--- src/design/cicr_ram.sv ---
// ----------------------------------------------------------------------------
// cicr_ram
// Generic simple dual-port RAM, one write and one registered read port.
// ----------------------------------------------------------------------------
`default_nettype none

module cicr_ram #(
    parameter int WIDTH = 8,
    parameter int DEPTH = 64
) (
    input  wire logic                     clk,
    input  wire logic                     wr_en,
    input  wire logic [$clog2(DEPTH)-1:0] wr_addr,
    input  wire logic [WIDTH-1:0]         wr_data,
    input  wire logic                     rd_en,
    input  wire logic [$clog2(DEPTH)-1:0] rd_addr,
    output logic      [WIDTH-1:0]         rd_data
);
    logic [WIDTH-1:0] mem [0:DEPTH-1];

    always_ff @(posedge clk)
    begin
        if (wr_en)
        begin
            mem[wr_addr] <= wr_data;
        end
        if (rd_en)
        begin
            rd_data <= mem[rd_addr];
        end
    end
endmodule

`default_nettype wire

--- config.mk ---
export PLATFORM = sky130hd
export DESIGN_NAME = cicr_ram
export DESIGN_NICKNAME = d
export VERILOG_FILES = /design/src/design/cicr_ram.sv
export SDC_FILE = /design/constraint.sdc
export NUM_CORES = 1
export LEC_CHECK = 0
export BUFFER_PORTS_ARGS = -buffer_cell sky130_fd_sc_hd__buf_2
export CAP_MARGIN = 20
export CORE_MARGIN = 4
export CORE_UTILIZATION = 25
export CTS_CLUSTER_SIZE = 16
export DETAILED_ROUTE_END_ITERATION = 8
export PLACE_DENSITY = 0.4
export SLEW_MARGIN = 10
export SYNTH_ARGS = -nofsm -noshare
export SYNTH_HDL_FRONTEND = slang
export SYNTH_SLANG_ARGS = --single-unit
--- constraint.sdc ---
create_clock -name clk -period 4 [get_ports clk]
set_clock_uncertainty 0.1 [all_clocks]
set_input_delay 0.4 -clock clk [delete_from_list [all_inputs] [get_ports clk]]
set_output_delay 0.4 -clock clk [all_outputs]
set_load 0.03 [all_outputs]
=== Word-level counts from Yosys, hierarchy flattened ===
Memories as Yosys holds them, arrays and structs flattened. A register that Yosys moved wholly into a read port is not among the register bits.
Cells that the tools add are included.

* Bits in registers: 0
* Bits in latches: 0
* Memory bits (writable): 512
* ROM bits: 0
* Output and inout bits: 8
* Word-level logic and storage cells: 3
* Memories: 1

{| class="wikitable"
|+ Memories
! name !! words !! bits a word !! rd ports !! clocked after memory_dff !! write ports !! line !! text
|-
| mem || 64 || 8 || 1 || 1 || 1 || 19 || <nowiki>logic [WIDTH-1:0] mem [0:DEPTH-1];</nowiki>
|}

* Add/sub/neg operators: 0
* Multiply operators: 0
* Div/mod/pow operators: 0
* Order comparisons: 0
* Eq/ne operators: 0
* Shift operators: 0
* Multiplexer cells: 2
* Bitwise logic cells: 0
* Reduce and logical (&&, ||, !) cells: 0

{| class="wikitable"
|+ Operators by type and width
! operator !! number
|-
| $mux W1 || 2
|}

=== Depth between registers and ports, before layout ===
* Depth after elaboration: 2
* Depth in mapped cells: 9
* Depth with buffers taken out: 5

=== Least setup slack after synthesis ===
OpenSTA, ideal clock, no wires.

* Path kind: input to register
* From: in rd_addr[1]
* To: reg rd_data[3] (read register of mem) (data pin)
* Setup time: 266 ps
* Data arrival time: 1940 ps
* Required time: 3634 ps
* Path slack: 1694 ps
* Cell stages on the path: 7
* Path buffers: 3
* Path through: buf_4 buf_2 buf_2 mux4_2 mux4_2 o21ai_1 o41ai_1

{| class="wikitable"
|+ RTL lines
! item !! line !! text
|-
| start, declared || 16 || <nowiki>input wire logic [$clog2(DEPTH)-1:0] rd_addr,</nowiki>
|-
| end, declared || 17 || <nowiki>output logic [WIDTH-1:0] rd_data</nowiki>
|}

==> impl_metrics.json <==
{
  "finalSetupViolCount": 0,
  "crit_chain": "clkbuf_8 > mux4_2 > mux2_2 > o221a_2 > nor3_1 > o32ai_1",
  "cts_buffer_depth": 3,
  "switching_share": 0.2173,
  "crit_path_end_kind": "register",
  "grt_max_degree": 59,
  "clkPwrFrac": 0.414,
  "synth_edf_count": 520,
  "synth_area_leaders": "edfxtp_1 (77%), mux4_2 (14%), nor2_1 (1.5%), mux2i_1 (1.1%), mux2_2 (0.72%)",
  "dp_hpwl_um": 34340,
  "drc": 0,
  "nFillCells": 7907,
  "num-nets-final": 1078,
  "die_w_um": 292.6,
  "synthFlopType": "edfxtp_1",
  "cp.required_ns": 4.22,
  "port_buffers": 30,
  "multi_input_area_mm2": 0.004315,
  "netlist.area_leader.share": 0.7712,
  "yosysUniqueCellTypes": 39,
  "fin_crit_sh": 0.6663,
  "hold_viol_final": 0,
  "root_buffer": "clkbuf_16",
  "overflow": 0,
  "clkLatencyLatePin_ns": 0.59,
  "grt_antenna_before_repair": 2,
  "synth.cell_area_mm2": 0.02025,
  "place.gp.congestion": 0.7317,
  "cts.clk_slew.worst_paths_ns": 0.06,
  "worstSetupPathType": "in -> reg",
  "synth_nets": 963,
  "crit_family": "multiplexers",
  "dieArea_mm2": 0.08561,
  "ir_worst_vdd_mv": 0.3321,
  "ys_seq_elements": 520,
  "areaGrowthSynthToFinish_pct": 17.05,
  "grtUsageTotal": 0.1273,
  "worstHoldPathType": "in -> reg",
  "cts_hold_buffers": 0,
  "slew_headroom": 0.2843,
  "fp.dieH_um": 292.6,
  "p_leak_uw": 0.007320,
  "ctsResizeCount": 0,
  "numCtsBuffers": 54,
  "wirelength_um": 54430,
  "rsz0062_at_grt": "false",
  "h-tree-depth": 2,
  "drv_slew": 0,
  "finalSetupTns_ns": 0,
  "async_flop_share": 0,
  "worstMarginPinSlew_ns": 1.070,
  "postCtsSetupBuffers": 0,
  "period_minus_slack_ns": 2.665,
  "status": "finished clean",
  "firstDrtPassIters": 5,
  "yosysWarnings": 0,
  "grt_pass1_wl_um": 78500,
  "fmax_mhz": 375.2,
  "cts_tree": "done",
  "p_per_area_mw_per_mm2": 480.2,
  "critPathMaxFanout": 58,
  "coreArea_mm2": 0.08042,
  "post-place-ws_ns": 0.5028,
  "seq_area_frac_synth": 0.7712,
  "postSynthCellCount": 940,
  "p_total_uw": 11380,
  "drt-initial-drc-count": 669,
  "syn_avg_cell_area_um2": 21.54,
  "numClockSinks": 520,
  "maxCapViolCount": 0,
  "critPathMaxStageDelay_ns": 0.60,
  "cp-start-kind": "primary input",
  "drive_gt1_frac": 0.2944,
  "initial_utilization": 0.2518,
  "yosys-top-cells-count": "edfxtp_1 (520), mux4_2 (126), nor2_1 (83)",
  "synth_top_cell_by_area": "edfxtp_1",
  "critPathBufInv": 1,
  "place_inst": 2058,
  "finalNonFillerCells": 2158,
  "grt_pass1_vias": 10268,
  "postRouteAntennaNets": 0,
  "switching_power_uw": 2472,
  "layout_setup_ws_ns": 1.335,
  "critical_path.slowest_cell": "mux4_2",
  "ff_latch_area_mm2": 0.01562,
  "intPower_uw": 8907,
  "synth_most_common_cell": "edfxtp_1",
  "power_frac_comb": 0.053,
  "std_cell_rows": 104,
  "worstPathArrival_ns": 2.88,
  "io_pins": 31,
  "viasPerCell": 4.498,
  "via_count": 9707,
  "seqPwrFrac": 0.533,
  "wl_per_cell_um": 25.22
}
cells by family (layout without fill, tap and decap cells):
group / Yosys count / count (layout) / share of synthesized area
and+or+nand+nor: 153 / 153 / 0.03374
other: 0 / 1 / 0
muxes: 162 / 162 / 0.1588
AOI/OAI and AO/OA: 54 / 54 / 0.02064
buffers and inverters: 51 / 208 / 0.01563
DFF: 520 / 520 / 0.7712
cells in the final DEF, fill, tap and decap left out, types with 4 or more instances in the layout:
cell type	netlist	final
a211oi_1	4	4
a221oi_1	6	6
buf_2	11	27
buf_4	13	79
clkbuf_1	17	12
clkbuf_16	0	57
clkinv_1	0	14
clkinv_2	0	12
edfxtp_1	520	520
mux2_2	13	13
mux2i_1	23	23
mux4_2	126	126
nand2_1	19	19
nand2b_1	7	7
nand3_1	13	13
nor2_1	83	83
nor2b_1	14	14
nor3_1	7	7
o221ai_1	8	8
o22ai_1	8	8
worst paths after layout:
check,startpoint,to,slack (ns),depth (start not counted)
max,rd_addr[0],rd_data[4],1.33,6
min,rd_en,rd_data[5],0.08,1
max reg2reg,mem[29][4],rd_data[4],1.55,5
min reg2reg,mem[23][2],rd_data[2],0.81,4
layout make-up:
class,count,area share
multi-input combinational,369,0.1821
timing repair buffer,110,0.03416
tap,1060,0.05596
sequential,520,0.6589
clock inverter,29,0.006705
antenna,1,0.0001056
clock buffer,69,0.06209
flip-flops by register name, indices dropped and copies added (netlist names):
register	cells
mem	512
rd_data	8
through the flow:
stage / instance area [um2] / hold slack, ns / utilization
2_1_floorplan: 20250 / 0.3989 / -
3_3_place_gp: 22030 / 0.6960 / 0.2740
3_5_place_dp: 22040 / 0.6820 / 0.2741
4_1_cts: 23670 / 0.03767 / 0.2943
5_1_grt: 23700 / 0.05974 / 0.2947
6_report: 23700 / 0.08351 / 0.2947
power by group through the flow:
stage | Sequential [uW] | Clock [uW] | Combinational, uW
after floorplan | 6180 | 0 | 322
after global placement | 6180 | 0 | 620
after detailed placement | 6180 | 0 | 622
after CTS | 6060 | 4860 | 622
after global routing | 6060 | 5070 | 653
final | 6060 | 4710 | 603
routing by layer:
layer | vias up | track usage | wire length (um)
met3 | 70 | 0.01971 | 2570
met4 | 2 | 0.03350 | 1022
met2 | 231 | 0.2017 | 25410
li1 | 4169 | - | -
met5 | - | 0 | 7
met1 | 5235 | 0.1837 | 25420
(Power assumes the default switching activity.)
