`config.mk`:
```
export PLATFORM = sky130hd
export DESIGN_NAME = cicr_quant
export DESIGN_NICKNAME = d
export VERILOG_FILES = /design/src/design/cicr_pkg.sv /design/src/design/cicr_quant.sv
export SDC_FILE = /design/constraint.sdc
export NUM_CORES = 1
export LEC_CHECK = 0
export ABC_AREA = 0
export BUFFER_PORTS_ARGS = -buffer_cell sky130_fd_sc_hd__buf_2
export CAP_MARGIN = 20
export CORE_MARGIN = 8
export CORE_UTILIZATION = 60
export CTS_BUF_LIST = sky130_fd_sc_hd__clkbuf_4 sky130_fd_sc_hd__clkbuf_8 sky130_fd_sc_hd__clkbuf_16
export DETAILED_ROUTE_END_ITERATION = 7
export HOLD_SLACK_MARGIN = 0.1
export PLACE_DENSITY = 0.82
export SYNTH_ARGS = -nofsm -noshare
export SYNTH_HDL_FRONTEND = slang
export SYNTH_SLANG_ARGS = --single-unit
```
`constraint.sdc`:
```
create_clock -name clk -period 16.1 [get_ports clk]
set_input_delay 0.805 -clock clk [delete_from_list [all_inputs] [get_ports clk]]
set_output_delay 0.805 -clock clk [all_outputs]
set_load 0.02 [all_outputs]
```
`src/design/cicr_pkg.sv`:
```
// ----------------------------------------------------------------------------
// cicr_pkg
// Shared types and constants of the controller input change recorder.
// ----------------------------------------------------------------------------
`default_nettype none

package cicr_pkg;

    localparam int EVENT_DEPTH_DEF = 64;
    localparam int ETIME_W         = 27;

    localparam logic [27:0] HOLD_US    = 28'd10000000;
    localparam logic [16:0] MAX_DUR_MS = 17'd80000;
    localparam logic [31:0] US_PER_MS  = 32'd1000;
    localparam logic [4:0]  MASK_MAX   = 5'd31;

    localparam logic [2:0] REG_MASK  = 3'd0;
    localparam logic [2:0] REG_SSTEP = 3'd1;
    localparam logic [2:0] REG_TSTEP = 3'd2;
    localparam logic [2:0] REG_LIMIT = 3'd3;
    localparam logic [2:0] REG_DUR   = 3'd4;

    typedef enum logic [2:0] {
        ACT_START = 3'd0,
        ACT_OBS   = 3'd1,
        ACT_TICK  = 3'd2,
        ACT_STOP  = 3'd3,
        ACT_DISC  = 3'd4,
        ACT_READ  = 3'd5
    } action_t;

    typedef enum logic [2:0] {
        ST_IDLE    = 3'd0,
        ST_REC     = 3'd1,
        ST_FULL    = 3'd2,
        ST_TIMEOUT = 3'd3,
        ST_STOP    = 3'd4,
        ST_DISC    = 3'd5
    } status_t;

    typedef enum logic [2:0] {
        C_IDLE,
        C_QWAIT,
        C_HOLD,
        C_FINAL,
        C_READ,
        C_DONE
    } ctl_state_t;

    typedef enum logic [2:0] {
        Q_IDLE,
        Q_LOAD,
        Q_DIV,
        Q_MUL,
        Q_WB
    } q_state_t;

    typedef struct packed {
        logic [15:0] buttons;
        logic [15:0] lx;
        logic [15:0] ly;
        logic [15:0] rx;
        logic [15:0] ry;
        logic [15:0] lt;
        logic [15:0] rt;
    } snap_t;

    typedef struct packed {
        logic [ETIME_W-1:0] ts;
        snap_t              snap;
    } entry_t;

    typedef struct packed {
        logic               acc;
        status_t            status;
        logic [6:0]         count;
        logic [ETIME_W-1:0] elapsed;
        entry_t             entry;
    } result_t;

endpackage

`default_nettype wire

```
`src/design/cicr_quant.sv`:
```
// ----------------------------------------------------------------------------
// cicr_quant
// Snapshot quantizer: rounds the six analog channels to their steps through
// one shared restoring divider and one multiplier, lane by lane.
// ----------------------------------------------------------------------------
`default_nettype none

module cicr_quant (
    input  wire logic            clk,
    input  wire logic            rst_n,
    input  wire logic            start,
    input  wire logic [4:0]      mask,
    input  wire logic [14:0]     sstep,
    input  wire logic [15:0]     tstep,
    input  wire cicr_pkg::snap_t sample,
    output logic                 done,
    output cicr_pkg::snap_t      result
);
    import cicr_pkg::*;

    q_state_t    qs_reg, qs_next;
    logic [2:0]  lane_reg;
    snap_t       smp_reg;
    logic [15:0] val_reg [0:5];
    logic [16:0] dvd_reg;
    logic [15:0] rem_reg;
    logic [16:0] quo_reg;
    logic [4:0]  cnt_reg;
    logic [32:0] prod_reg;
    logic        done_reg;

    logic [15:0] raw;
    logic        is_axis;
    logic        en;
    logic [15:0] q;
    logic        neg;
    logic [16:0] mag;
    logic        special;
    logic [16:0] dividend;
    logic [16:0] shifted;
    logic        ge;
    logic [16:0] diff;
    logic [32:0] lim;
    logic [15:0] r16;
    logic [15:0] rounded;
    logic        last_lane;

    always_comb
    begin
        case (lane_reg)
            3'd0:    raw = smp_reg.lx;
            3'd1:    raw = smp_reg.ly;
            3'd2:    raw = smp_reg.rx;
            3'd3:    raw = smp_reg.ry;
            3'd4:    raw = smp_reg.lt;
            default: raw = smp_reg.rt;
        endcase
        case (lane_reg)
            3'd0, 3'd1: en = mask[1];
            3'd2, 3'd3: en = mask[2];
            3'd4:       en = mask[3];
            default:    en = mask[4];
        endcase
        is_axis  = (lane_reg < 3'd4);
        q        = is_axis ? {1'b0, sstep} : tstep;
        neg      = is_axis & raw[15];
        mag      = neg ? (17'd0 - {1'b1, raw}) : {1'b0, raw};
        // full-scale values pass through untouched
        special  = is_axis ? (raw == 16'h8000 || mag == 17'd32767) : (raw == 16'hFFFF);
        dividend = mag + {2'b0, q[15:1]};
        shifted  = {rem_reg, dvd_reg[16]};
        ge       = (shifted >= {1'b0, q});
        diff     = shifted - {1'b0, q};
        lim      = is_axis ? 33'd32767 : 33'd65535;
        r16      = (prod_reg > lim) ? lim[15:0] : prod_reg[15:0];
        rounded  = neg ? (16'd0 - r16) : r16;
        last_lane = (lane_reg == 3'd5);
    end

    always_comb
    begin
        qs_next = qs_reg;
        unique case (qs_reg)
            Q_IDLE:
            begin
                if (start)
                begin
                    qs_next = Q_LOAD;
                end
            end
            Q_LOAD:
            begin
                if (!en || special)
                begin
                    qs_next = last_lane ? Q_IDLE : Q_LOAD;
                end
                else
                begin
                    qs_next = Q_DIV;
                end
            end
            Q_DIV:
            begin
                if (cnt_reg == 5'd16)
                begin
                    qs_next = Q_MUL;
                end
            end
            Q_MUL:
            begin
                qs_next = Q_WB;
            end
            Q_WB:
            begin
                qs_next = last_lane ? Q_IDLE : Q_LOAD;
            end
            default:
            begin
                qs_next = Q_IDLE;
            end
        endcase
    end

    always_ff @(posedge clk or negedge rst_n)
    begin
        if (!rst_n)
        begin
            qs_reg   <= Q_IDLE;
            done_reg <= 1'b0;
        end
        else
        begin
            qs_reg   <= qs_next;
            done_reg <= last_lane && ((qs_reg == Q_WB) ||
                        (qs_reg == Q_LOAD && (!en || special)));
        end
    end

    always_ff @(posedge clk)
    begin
        case (qs_reg)
            Q_IDLE:
            begin
                if (start)
                begin
                    smp_reg  <= sample;
                    lane_reg <= 3'd0;
                end
            end
            Q_LOAD:
            begin
                if (!en || special)
                begin
                    val_reg[lane_reg] <= en ? raw : 16'd0;
                    lane_reg          <= lane_reg + 3'd1;
                end
                else
                begin
                    dvd_reg <= dividend;
                    rem_reg <= 16'd0;
                    quo_reg <= 17'd0;
                    cnt_reg <= 5'd0;
                end
            end
            Q_DIV:
            begin
                rem_reg <= ge ? diff[15:0] : shifted[15:0];
                quo_reg <= {quo_reg[15:0], ge};
                dvd_reg <= {dvd_reg[15:0], 1'b0};
                cnt_reg <= cnt_reg + 5'd1;
            end
            Q_MUL:
            begin
                prod_reg <= quo_reg * q;
            end
            Q_WB:
            begin
                val_reg[lane_reg] <= rounded;
                lane_reg          <= lane_reg + 3'd1;
            end
            default:
            begin
            end
        endcase
    end

    assign done           = done_reg;
    assign result.buttons = mask[0] ? smp_reg.buttons : 16'd0;
    assign result.lx      = val_reg[0];
    assign result.ly      = val_reg[1];
    assign result.rx      = val_reg[2];
    assign result.ry      = val_reg[3];
    assign result.lt      = val_reg[4];
    assign result.rt      = val_reg[5];
endmodule

`default_nettype wire

```
# Word-level counts from Yosys, hierarchy flattened
# Memory sizes are Yosys's and may differ from the RTL's.
# Cells that the tools add are included.
[word_totals] memories=1 in_bits=151 wordCells=94 reg_bits=207 ramBits=96 out_inout_bits=113
[classes] reduce_logical=16 bitwise_logic=2 add_sub_neg=6 n_mul=1 n_lt_le_gt_ge=3 eq_ne=17 n_mux=33
[memory_table] memory="val_reg" words=6 width=16 rd=6 rd_ports_with_merged_regs=0 wr=1 line="cicr_quant.sv:24" rtl="logic [15:0] val_reg [0:5];"
[ops] operator="$mux 16" count=9
[ops] operator="$pmux 16 s5" count=1
[ops] operator="$pmux 17 s2" count=2
[ops] operator="$mux 17" count=3
[ops] operator="$gt 33x16->1" count=1
[ops] operator="$mul 17x16->33" count=1
[ops] operator="$eq 16x16->1 const B" count=2
[ops] operator="$pmux 16 s2" count=1
[ops] operator="$add 17x15->17" count=1
[ops] operator="$eq 17x15->1 const B" count=1
[ops] operator="$ge 17x16->1" count=1
[ops] operator="$sub 1x17->17 const A" count=1
[ops] operator="$sub 1x16->16 const A" count=1
[ops] operator="$sub 16x16->16" count=1
[ops] operator="$pmux 3 s5" count=1
[ops] operator="$eq 3x2->1 const B" count=4
[ops] operator="$mux 3" count=4
[ops] operator="$pmux 5 s2" count=1
[ops] operator="$eq 3x3->1 const B" count=3
[ops] operator="$pmux 3 s3" count=1
[ops] operator="$ne 2x2->1 const B" count=4
[ops] operator="$mux 1" count=7
[ops] operator="$eq 3x1->1 const B" count=2
[ops] operator="$logic_not 3->1" count=2
[ops] operator="17 further kinds" count=23

# Longest topological paths before layout
# Gate-level depths: netlist of the first run.
[depth] ltp_word=12 mapped_depth=33 depth_no_buf=27

# Worst setup path before layout of the first run
# OpenSTA, ideal clock, no wires.
[synth_path] kind="register to register" from="register qs_reg[2]" to="register smp_reg[0] in the netlist's numbering, enable pin" setup_slack_ns=3.091 path_buffers=1 required_time_ns=15.204 arrival_ns=12.113 path_stages_with_launch=3 period_less_slack_ns=13.009 path_cell_list="dfrtp_1 -> clkbuf_1 -> nor4b_1"
[synth_between] elab_chain_cells=2
[synth_lines] item="start: declaration" line="cicr_quant.sv:21" rtl="q_state_t qs_reg, qs_next;"
[synth_lines] item="start signal: assignment" line="cicr_quant.sv:133" rtl="qs_reg <= qs_next;"
[synth_lines] item="$logic_not 3->1" line="cicr_quant.sv:141" rtl="case (qs_reg)"
[synth_lines] item="$reduce_and 2->1 (no line)"
[synth_lines] item="end signal: assignment" line="cicr_quant.sv:146" rtl="smp_reg <= sample;"
[synth_lines] item="end: declaration" line="cicr_quant.sv:23" rtl="snap_t smp_reg;"
# No other way between the ends.
# A chain may end at the register's enable or synchronous reset.

# Final worst setup path of the first run
[layout_path] from="register lane_reg[2]" to="register prod_reg[31], data pin"
[layout_between] elab_chain_cells=3
[layout_lines] item="start: declaration" line="cicr_quant.sv:22" rtl="logic [2:0] lane_reg;"
[layout_lines] item="start signal: assignment" line="cicr_quant.sv:155" rtl="lane_reg <= lane_reg + 3'd1;"
[layout_lines] item="start signal: assignment" line="cicr_quant.sv:179" rtl="lane_reg <= lane_reg + 3'd1;"
[layout_lines] item="$lt 3x3->1" line="cicr_quant.sv:64" rtl="is_axis = (lane_reg < 3'd4);"
[layout_lines] item="$mux 16" line="cicr_quant.sv:65" rtl="q = is_axis ? {1'b0, sstep} : tstep;"
[layout_lines] item="$mul 17x16->33" line="cicr_quant.sv:174" rtl="prod_reg <= quo_reg * q;"
[layout_lines] item="end signal: assignment" line="cicr_quant.sv:174"
[layout_lines] item="end: declaration" line="cicr_quant.sv:29" rtl="logic [32:0] prod_reg;"
# No other way between the ends.

==> results.toml, run 1 <==
[run_status]
outcome = "finished clean"

[global_routing]
gr-usage-met2_pct = 45.4
grt_pass1_vias = 17000
antenna_found_initial = 6
grt_overflow = 0
grt_use_met1_pct = 31.7
grt_pass1_wl_um = 89800
grt_start_max_net_pins = 77
met3_usage_pct = 3.37
grt_usage_pct = 25.6
top_usage_layer = "met2"

[place]
port_buffers = 263
dp.cells = 2672
hpwl_um = 41800
place_congestion = 0.910

[floorplan]
start_util_pct = 61.1
die_height_um = 209
io_pins = 264
fp.dieArea_um2 = 43800
rows = 70
core_area_um2 = 36700
die_w_um = 209

[clock_tree]
clkTransAtPathRegs_ns = 0.07
cts.sinks = 303
clock_latency_ns = 0.60
cts_resized = 0
htreeDepth = 1
post_cts_buffers = 0
cts_tree = "built"
cts_buffer_depth = 3
cts_buffers = 30
cts_root_buffer = "clkbuf_16"

[critical_path]
r2r-end = "prod_reg[31]"
cp.arrival_ns = 8.89
reg2reg_slack_ns = 7.55
critical_path.max_fanout = 56
cp-end-kind = "flip-flop"
path_class = "flip-flop to flip-flop"
cp_slowest_cell = "buf_4"
r2r_cells = 26
max_stage_delay_ns = 0.68
critPathRequiredTime_ns = 16.44
crit_path_frequent_cell = "fa_1"
reg2reg_from = "lane_reg[2]"
start_kind = "flip-flop"

[synthesis]
synth-seq-area-share_pct = 40.5
synth.area.top_cells = "edfxtp_1 40%, fa_1 19%, ha_1 8.2%"
synth.most_common_cell = "edfxtp_1"
synth.avg_cell_area_um2 = 11.2
ys_types = 80
async_reset_ff_share_pct = 1.32
synth_cells = 1998
synth_top_area_share_pct = 40.1
ys.flop_type = "edfxtp_1"
synth_top_area_cell = "edfxtp_1"
netlist_top_cells_count = "299 x edfxtp_1, 288 x inv_1, 210 x fa_1"
syn_nets = 2506
synth-seq-cells = 303
synth_edf_count = 299
syn_area_um2 = 22400
yosys_warnings = 0

[flow_run]
drv_cap = 0

[routing]
vias_per_cell = 5.94
via_count = 16200
drt_iter0_drc = 1495
firstDrtPassIters = 5
avgRoutedWirePerCell_um = 20.6
wirelength_um = 56400
ant_nets = 0
drc = 0

[finish]
syn_to_final_growth_pct = 12.6
largest_reg_flops = 112
fillers = 2542
instances_no_fill = 2735
layout-drive-gt1-share_pct = 16.4
layout.nets = 2746

[sta]
drv_slew = 0
rsz0062_at_grt = "false"
fmax_ghz = 0.117
hold_viol = 0
setup_viol = 0
skew_ns = 0.0246
maxSlewHeadroom_pct = 27.1
fin_crit_sh_pct = 53.1
finalHoldWorstSlack_ns = 0.378
setup_tns_ns = 0
worst_pin_slew_ns = 1.08
min_period_ns = 8.55

[hold_path]
holdPathEnd = "smp_reg[109]"
hp-start = "sample[109]"
min_path_cells = 1
hp-class = "primary input to flip-flop"
[worst max-delay path: cells and delay by family (launching register included)]
kind	cells	cell delay (ns)
AOI/OAI and AO/OA	9	2.22
xor gates and xnor gates	1	0.09
adders and majority gates	7	3.45
buffers and inverters	6	1.18
DFF	1	0.66
muxes	1	0.32
and+or+nand+nor	2	0.34
[final cells by class]
class                           count  area [um^2]  area share [%]
Tap cell                          468          586            2.32
Sequential cell                   303         9080            36.0
Clock buffer                       38          855            3.39
Clock inverter                     18          215           0.852
Multi-Input combinational cell   1333        12000            47.4
Inverter                          289         1080            4.30
Antenna cell                        5         12.5          0.0496
Timing Repair Buffer              281         1450            5.76
[per-layer routing]
metal | part of all wire [%] | vias up
met3 | 7.0 | 119
met2 | 52 | 688
met1 | 38 | 8148
li1 | - | 7281
met5 | 0 | -
met4 | 3.1 | 0
[logic make-up (layout without fill, tap and decap cells)]
group / after synthesis / in the layout / share of synthesized area [%]
buffers and inverters: 362 / 626 / 6.24
adder cells (fa/ha/maj): 357 / 357 / 27.0
flip-flops: 303 / 303 / 40.5
AND/OR/NAND/NOR: 599 / 599 / 13.4
other: 0 / 5 / 0
XOR/XNOR: 65 / 65 / 2.54
AO/OA/AOI/OAI: 273 / 273 / 8.49
multiplexers: 39 / 39 / 1.83
[placed cells by master, fill, tap and decap left out, types with 9 or more instances in the layout]
master / synthesis / final
a211oi_1: 11 / 11
a21o_1: 11 / 11
a21oi_1: 63 / 63
a22oi_1: 13 / 13
and2_1: 156 / 156
and3_1: 14 / 14
buf_2: 7 / 263
buf_4: 2 / 16
clkbuf_16: 0 / 30
edfxtp_1: 299 / 299
fa_1: 210 / 210
ha_1: 147 / 147
inv_1: 288 / 288
mux2_2: 12 / 12
mux2i_1: 26 / 26
nand2_1: 207 / 207
nand3_1: 30 / 30
nand3b_1: 11 / 11
nand4_1: 13 / 13
nor2_1: 92 / 92
nor3_1: 21 / 19
o2111ai_1: 9 / 9
o21a_1: 9 / 9
o21ai_0: 46 / 46
o22ai_1: 13 / 13
o31ai_1: 9 / 9
or3_1: 12 / 12
xnor2_1: 45 / 45
xor2_1: 20 / 20
[per-stage QoR]
stage	worst slack (ns)	instance area [um^2]	util [%]
floorplan	3.09	22400	-
global placement	7.90	24100	65.8
detailed placement	7.59	24100	65.8
CTS	7.61	25200	68.7
global route	7.00	25200	68.8
finish	7.55	25200	68.8
[worst max path at each step]
stage | from | to | slack (ns)
3_5_place_dp | lane_reg[2] | prod_reg[31] | 7.59
2_1_floorplan | qs_reg[2] | smp_reg[0] | 3.09
6_report | lane_reg[2] | prod_reg[31] | 7.55
4_1_cts | lane_reg[2] | prod_reg[31] | 7.61
5_1_grt | lane_reg[2] | prod_reg[31] | 7.00
3_3_place_gp | lane_reg[2] | prod_reg[31] | 7.90
[what timing repair did]
action / CTS / global route
endpoints found under the setup margin: 0 / 0
hold buffers: 1 / 0
hold endpoints to repair: 4 / 0
Power of run 1 is left out: the tool's default activity adds up to more than one toggle a clock period on the data nets, which glitch-free logic cannot reach.
==> run 2, diff against run 1 <==
--- a/config.mk
+++ b/config.mk
@@ -5,15 +5,15 @@
 export SDC_FILE = /design/constraint.sdc
 export NUM_CORES = 1
 export LEC_CHECK = 0
-export ABC_AREA = 0
+export ABC_AREA = 1
 export BUFFER_PORTS_ARGS = -buffer_cell sky130_fd_sc_hd__buf_2
 export CAP_MARGIN = 20
 export CORE_MARGIN = 8
-export CORE_UTILIZATION = 60
+export CORE_UTILIZATION = 54
 export CTS_BUF_LIST = sky130_fd_sc_hd__clkbuf_4 sky130_fd_sc_hd__clkbuf_8 sky130_fd_sc_hd__clkbuf_16
 export DETAILED_ROUTE_END_ITERATION = 7
 export HOLD_SLACK_MARGIN = 0.1
-export PLACE_DENSITY = 0.82
+export PLACE_DENSITY = 0.78
 export SYNTH_ARGS = -nofsm -noshare
 export SYNTH_HDL_FRONTEND = slang
 export SYNTH_SLANG_ARGS = --single-unit
==> constraint.sdc (replaced) <==
create_clock -name clk -period 7.2 [get_ports clk]
set_input_delay 0.36 -clock clk [delete_from_list [all_inputs] [get_ports clk]]
set_output_delay 0.36 -clock clk [all_outputs]
set_load 0.02 [all_outputs]
==> run 2 against run 1 <==
Effect of this change:
- core utilization is 4.0 points lower
- maximum frequency increased by 26%
- synthesized cell count is 16% higher
- sequential share of layout area fell by 2.3 points
- register-to-register slack got worse by 7.1 ns
- die area increased by 11%
==> results.toml, run 2 <==
[place]
pre_cts_ws_ns = 0.239
port_buffers = 263
place_congestion = 0.942
hpwl_um = 47500

[routing]
drt_iter0_drc = 1801
ant_nets = 0
vias_per_cell = 5.62
avgRoutedWirePerCell_um = 19.8
firstDrtPassIters = 6
drc = 0
wirelength_um = 65000
via_count = 18400

[floorplan]
rows = 75
die_height_um = 220
fp.dieArea_um2 = 48500
start_util_pct = 54.2
core_area_um2 = 41600
io_pins = 264
die_w_um = 220

[hold_path]
hp-class = "primary input to asynchronous set/reset pin"

[critical_path]
max_stage_delay_ns = 0.55
r2r-end = "prod_reg[25]"
path_class = "flip-flop to flip-flop"
reg2reg_from = "lane_reg[2]"
cp_slowest_cell = "fa_1"
critical_path.max_fanout = 16
critPathRequiredTime_ns = 7.47
reg2reg_slack_ns = 0.40
cp-end-kind = "flip-flop"
crit_path_frequent_cell = "fa_1"
start_kind = "flip-flop"
r2r_cells = 25
cp.arrival_ns = 7.07

[finish]
layout_common_cells = "466 x nand2_1, 372 x inv_1, 299 x edfxtp_1"
largest_reg_flops = 112
fillers = 3128
multi_input_area_um2 = 11700
syn_to_final_growth_pct = 19.6
final-seq-area_um2 = 9080
layout-drive-gt1-share_pct = 17.1
layout_commonest_cell = "nand2_1"
layout.nets = 3215

[sta]
timing.final.ws_setup_ns = 0.398
min_period_ns = 6.80
fin_crit_sh_pct = 94.5
skew_ns = 0.0285
maxSlewHeadroom_pct = 36.5
setup_viol = 0
rsz0062_at_grt = "false"
fmax_ghz = 0.147
worst_pin_slew_ns = 0.948
hold_viol = 0
drv_slew = 0
setup_tns_ns = 0

[synthesis]
synth_top_area_share_pct = 39.9
synth_top_area_cell = "edfxtp_1"
syn_area_um2 = 22500
synth-seq-cells = 303
syn_nets = 2816
netlist_top_cells_count = "468 x nand2_1, 373 x inv_1, 299 x edfxtp_1"
async_reset_ff_share_pct = 1.32
yosys_warnings = 0
ys.flop_type = "edfxtp_1"
synth.area.top_cells = "edfxtp_1 40%, fa_1 19%, ha_1 8.2%"
synth_edf_count = 299
synth_cells = 2308
ys_types = 50
synth.most_common_cell = "nand2_1"
synth-seq-area-share_pct = 40.3
synth.avg_cell_area_um2 = 9.76

[global_routing]
gr-usage-met2_pct = 45.0
grt_usage_pct = 26.7
grt_use_met1_pct = 31.6
met3_usage_pct = 5.44
grt_pass1_vias = 18900
antenna_found_initial = 7
top_usage_layer = "met2"
grt_start_max_net_pins = 62
grt_overflow = 0
grt_pass1_wl_um = 100000

[clock_tree]
cts.sinks = 303
htreeDepth = 2
clock_latency_ns = 0.54
clkTransAtPathRegs_ns = 0.06
cts_tree = "built"
cts_buffer_depth = 3
cts_root_buffer = "clkbuf_16"
cts_buffers = 34

[run_status]
outcome = "finished clean"

[flow_run]
drv_cap = 0
==> run 2: metal layers <==
layer  wire length [um]  share of wire (%)
met2              31500                 48
met4               3880                6.0
met5                  0                  0
met1              23600                 36
met3               6010                9.2
==> run 2: worst max path at each step <==
stage	endpoint	startpoint	slack [ns]
6_report	prod_reg[25]	lane_reg[2]	0.40
5_1_grt	prod_reg[29]	lane_reg[2]	0.008
4_1_cts	prod_reg[28]	lane_reg[2]	0.20
3_5_place_dp	prod_reg[28]	lane_reg[2]	0.24
3_3_place_gp	prod_reg[28]	lane_reg[2]	0.39
2_1_floorplan	prod_reg[28]	lane_reg[2]	0.23
==> run 2: cells by family after synthesis <==
kind of cell	share of synthesized area (%)
AOI/OAI and AO/OA	5.26
xor gates and xnor gates	2.22
adders and majority gates	26.8
buffers and inverters	7.86
DFF	40.3
and+or+nand+nor	17.5
==> run 2: layout make-up <==
cell class              instances  area share, %
multi-input cells            1550           43.4
inverters                     387           5.41
clock buffers                  43           3.52
repair buffers                431           10.6
well taps                     539           2.50
clock inverters                18          0.738
diodes                          9         0.0836
flip-flops and latches        303           33.7
==> run 2: worst max-delay path, delay by kind of cell, from the launching register on <==
| family | cells | cell delay [ns] |
|---|---|---|
| AOI/OAI and AO/OA | 8 | 1.59 |
| xor gates and xnor gates | 1 | 0.16 |
| adders and majority gates | 7 | 2.90 |
| buffers and inverters | 7 | 0.95 |
| DFF | 1 | 0.49 |
| and+or+nand+nor | 2 | 0.42 |
==> run 2: stage by stage <==
step | cell area, um^2 | util (%) | cells | hold slack [ns]
after CTS | 26900 | 64.7 | 3268 | 0.165
after global placement | 24600 | 59.2 | 3094 | 0.178
after detailed placement | 24600 | 59.2 | 3094 | 0.179
final | 26900 | 64.8 | 3280 | 0.190
after global routing | 26900 | 64.8 | 3279 | 0.193
after floorplan | 22500 | - | 2308 | 0.0644
==> run 2: timing repair <==
| action | in CTS | in global routing |
|---|---|---|
| endpoints found under the hold margin | 116 | 0 |
| hold buffers | 113 | 0 |
| gates resized for setup | 0 | 8 |
| setup endpoints to repair | 0 | 5 |
| buffers inserted | 0 | 3 |
Power of run 2 is left out for the same reason.
==> run 3, diff against run 2 <==
--- a/config.mk
+++ b/config.mk
@@ -9,11 +9,11 @@
 export BUFFER_PORTS_ARGS = -buffer_cell sky130_fd_sc_hd__buf_2
 export CAP_MARGIN = 20
 export CORE_MARGIN = 8
-export CORE_UTILIZATION = 54
-export CTS_BUF_LIST = sky130_fd_sc_hd__clkbuf_4 sky130_fd_sc_hd__clkbuf_8 sky130_fd_sc_hd__clkbuf_16
+export CORE_UTILIZATION = 60
+export CTS_BUF_LIST = sky130_fd_sc_hd__clkbuf_2
 export DETAILED_ROUTE_END_ITERATION = 7
 export HOLD_SLACK_MARGIN = 0.1
-export PLACE_DENSITY = 0.78
+export PLACE_DENSITY = 0.82
 export SYNTH_ARGS = -nofsm -noshare
 export SYNTH_HDL_FRONTEND = slang
 export SYNTH_SLANG_ARGS = --single-unit
==> constraint.sdc (replaced) <==
create_clock -name clk -period 8.5 [get_ports clk]
set_input_delay 0.425 -clock clk [delete_from_list [all_inputs] [get_ports clk]]
set_output_delay 0.425 -clock clk [all_outputs]
set_load 0.02 [all_outputs]
==> run 3 against run 2 <==
Effect of this change:
- the flow now finishes with violations (DRC)
- final cell count up 2.7%
- sequential cell count unchanged
- maximum frequency down 8.6%
- die area down 9.3%
- clock skew up 0.17 ns
- critical path depth down 1
- global-route usage up 7.5 points
- core utilization up 8.1 points
- register-to-register slack better by 0.66 ns
- critical endpoint is now prod_reg[29]
==> results.toml, run 3 (synthesis gave the netlist of run 2 again) <==
[run_status]
outcome = "complete, but fails checks"
violations = "DRC"

[critical_path]
path_cells = "inv_4, or2_2, nand2_1, inv_1, nand2_1, fa_1, inv_1, fa_1, inv_1, fa_1, inv_1, fa_1, fa_1, inv_1, fa_1, inv_1, ha_1, a21oi_1, o211ai_1, a21boi_0, o21ai_0, a21oi_1, o21ai_0, xor2_1"
start_kind = "flip-flop"
cp.arrival_ns = 8.21
max_stage_delay_ns = 0.62
cp-end-kind = "flip-flop"
r2r-end = "prod_reg[29]"
path_depth = 24
crit_family = "adder cells"
path_buf_inv = 7
cp_slowest_cell = "edfxtp_1"
critPathRequiredTime_ns = 9.27
reg2reg_slack_ns = 1.05
path_class = "flip-flop to flip-flop"
critical_path.max_fanout = 18
r2r_cells = 24
reg2reg_from = "lane_reg[2]"

[clock_tree]
cts_root_buffer = "clkbuf_2"
cts_buffers = 76
clkTransAtPathRegs_ns = 0.16
cts_tree = "built"
clock_latency_ns = 1.14
htreeDepth = 3
cts_buffer_depth = 3
cts.sinks = 303
cts_resized = 0

[sta]
maxSlewHeadroom_pct = 39.0
skew_ns = 0.202
rsz0062_at_grt = "false"
setup_viol = 0
fin_crit_sh_pct = 87.6
fmax_ghz = 0.134
drv_slew = 0
setup_tns_ns = 0
hold_viol = 0
min_period_ns = 7.45
worst_pin_slew_ns = 0.905

[floorplan]
start_util_pct = 60.4
die_height_um = 210
fp.dieArea_um2 = 44000
die_w_um = 210
core_area_um2 = 37300
io_pins = 264
rows = 71

[global_routing]
grt_pass1_vias = 20200
grt_pass1_wl_um = 114000
antenna_found_initial = 21
grt_usage_pct = 34.2
grt_overflow = 0
grt_start_max_net_pins = 87

[hold_path]
hp-class = "primary input to flip-flop"
hp-start = "sample[8]"
min_path_cells = 2
holdPathEnd = "smp_reg[8]"

[place]
port_buffers = 263
place_congestion = 0.995
hpwl_um = 47800

[routing]
via_count = 20200
wirelength_um = 77500
avgRoutedWirePerCell_um = 23.0
ant_nets = 0
vias_per_cell = 6.00
drt_iter0_drc = 2568
firstDrtPassIters = 8
drc = 28

[finish]
fillers = 2529
layout-drive-gt1-share_pct = 16.9
layout_commonest_cell = "nand2_1"
syn_to_final_growth_pct = 20.8
layout.nets = 3322
largest_reg_flops = 112
layout_common_cells = "467 x nand2_1, 373 x inv_1, 299 x edfxtp_1"

[flow_run]
drv_cap = 0
-- run 3: cell types whose count changed in the layout (fill, tap and decap cells not counted), sizes merged --
cell	delta
clkbuf	+59
bufinv	-1
diode	+10
clkinv	+25
dlygate4sd3	+96
clkinvlp	-6
buf	-31
-- run 3: cell type report --
| class | instances | area, um^2 | share of cell area, % |
|---|---|---|---|
| well taps | 474 | 593 | 2.18 |
| flip-flops and latches | 303 | 9080 | 33.4 |
| repair buffers | 496 | 3630 | 13.3 |
| multi-input cells | 1550 | 11700 | 43.0 |
| diodes | 19 | 47.5 | 0.175 |
| clock buffers | 102 | 510 | 1.88 |
| clock inverters | 36 | 206 | 0.758 |
| inverters | 387 | 1460 | 5.35 |
-- run 3: per-layer routing --
| metal | share of wire, % | up-vias | global-route usage, % |
|---|---|---|---|
| li1 | - | 8479 | - |
| met4 | 8.9 | 6 | 22.6 |
| met3 | 13 | 570 | 11.3 |
| met5 | 0.055 | - | 0 |
| met2 | 46 | 1634 | 54.8 |
| met1 | 32 | 9502 | 38.9 |
-- run 3: per-stage QoR --
stage	instances	worst slack, ns	area [um^2]	hold slack, ns	utilization [%]
floorplan	2308	1.53	22500	0.129	-
detailed placement	3000	1.13	24300	0.237	65.2
CTS	3338	1.11	27100	0.100	72.5
global placement	2999	1.33	24300	0.239	65.2
finish	3367	1.05	27200	0.116	73.0
global route	3362	0.714	27200	0.105	72.9
-- run 3: worst reg2reg max path, stage by stage, from the launching register on --
cell	delay, ns
edfxtp_1	0.62
inv_4	0.22
or2_2	0.13
nand2_1	0.14
inv_1	0.59
nand2_1	0.17
fa_1	0.53
inv_1	0.05
fa_1	0.49
inv_1	0.05
fa_1	0.54
inv_1	0.06
fa_1	0.50
fa_1	0.55
inv_1	0.06
fa_1	0.53
inv_1	0.05
ha_1	0.39
a21oi_1	0.28
o211ai_1	0.25
a21boi_0	0.32
o21ai_0	0.19
a21oi_1	0.25
o21ai_0	0.13
xor2_1	0.15
-- run 3: how the worst max path moves through the flow --
stage / start / end / slack (ns)
2_1_floorplan: lane_reg[2] / prod_reg[28] / 1.53
3_3_place_gp: lane_reg[2] / prod_reg[29] / 1.33
3_5_place_dp: lane_reg[2] / prod_reg[29] / 1.13
4_1_cts: lane_reg[2] / prod_reg[29] / 1.11
5_1_grt: lane_reg[2] / prod_reg[29] / 0.71
6_report: lane_reg[2] / prod_reg[29] / 1.05
-- run 3: what timing repair did --
item                                   4_1_cts  5_1_grt
buffers inserted                             0        0
endpoints found under the hold margin      144        9
hold buffers                               200        9
Power of run 3 is left out for the same reason.
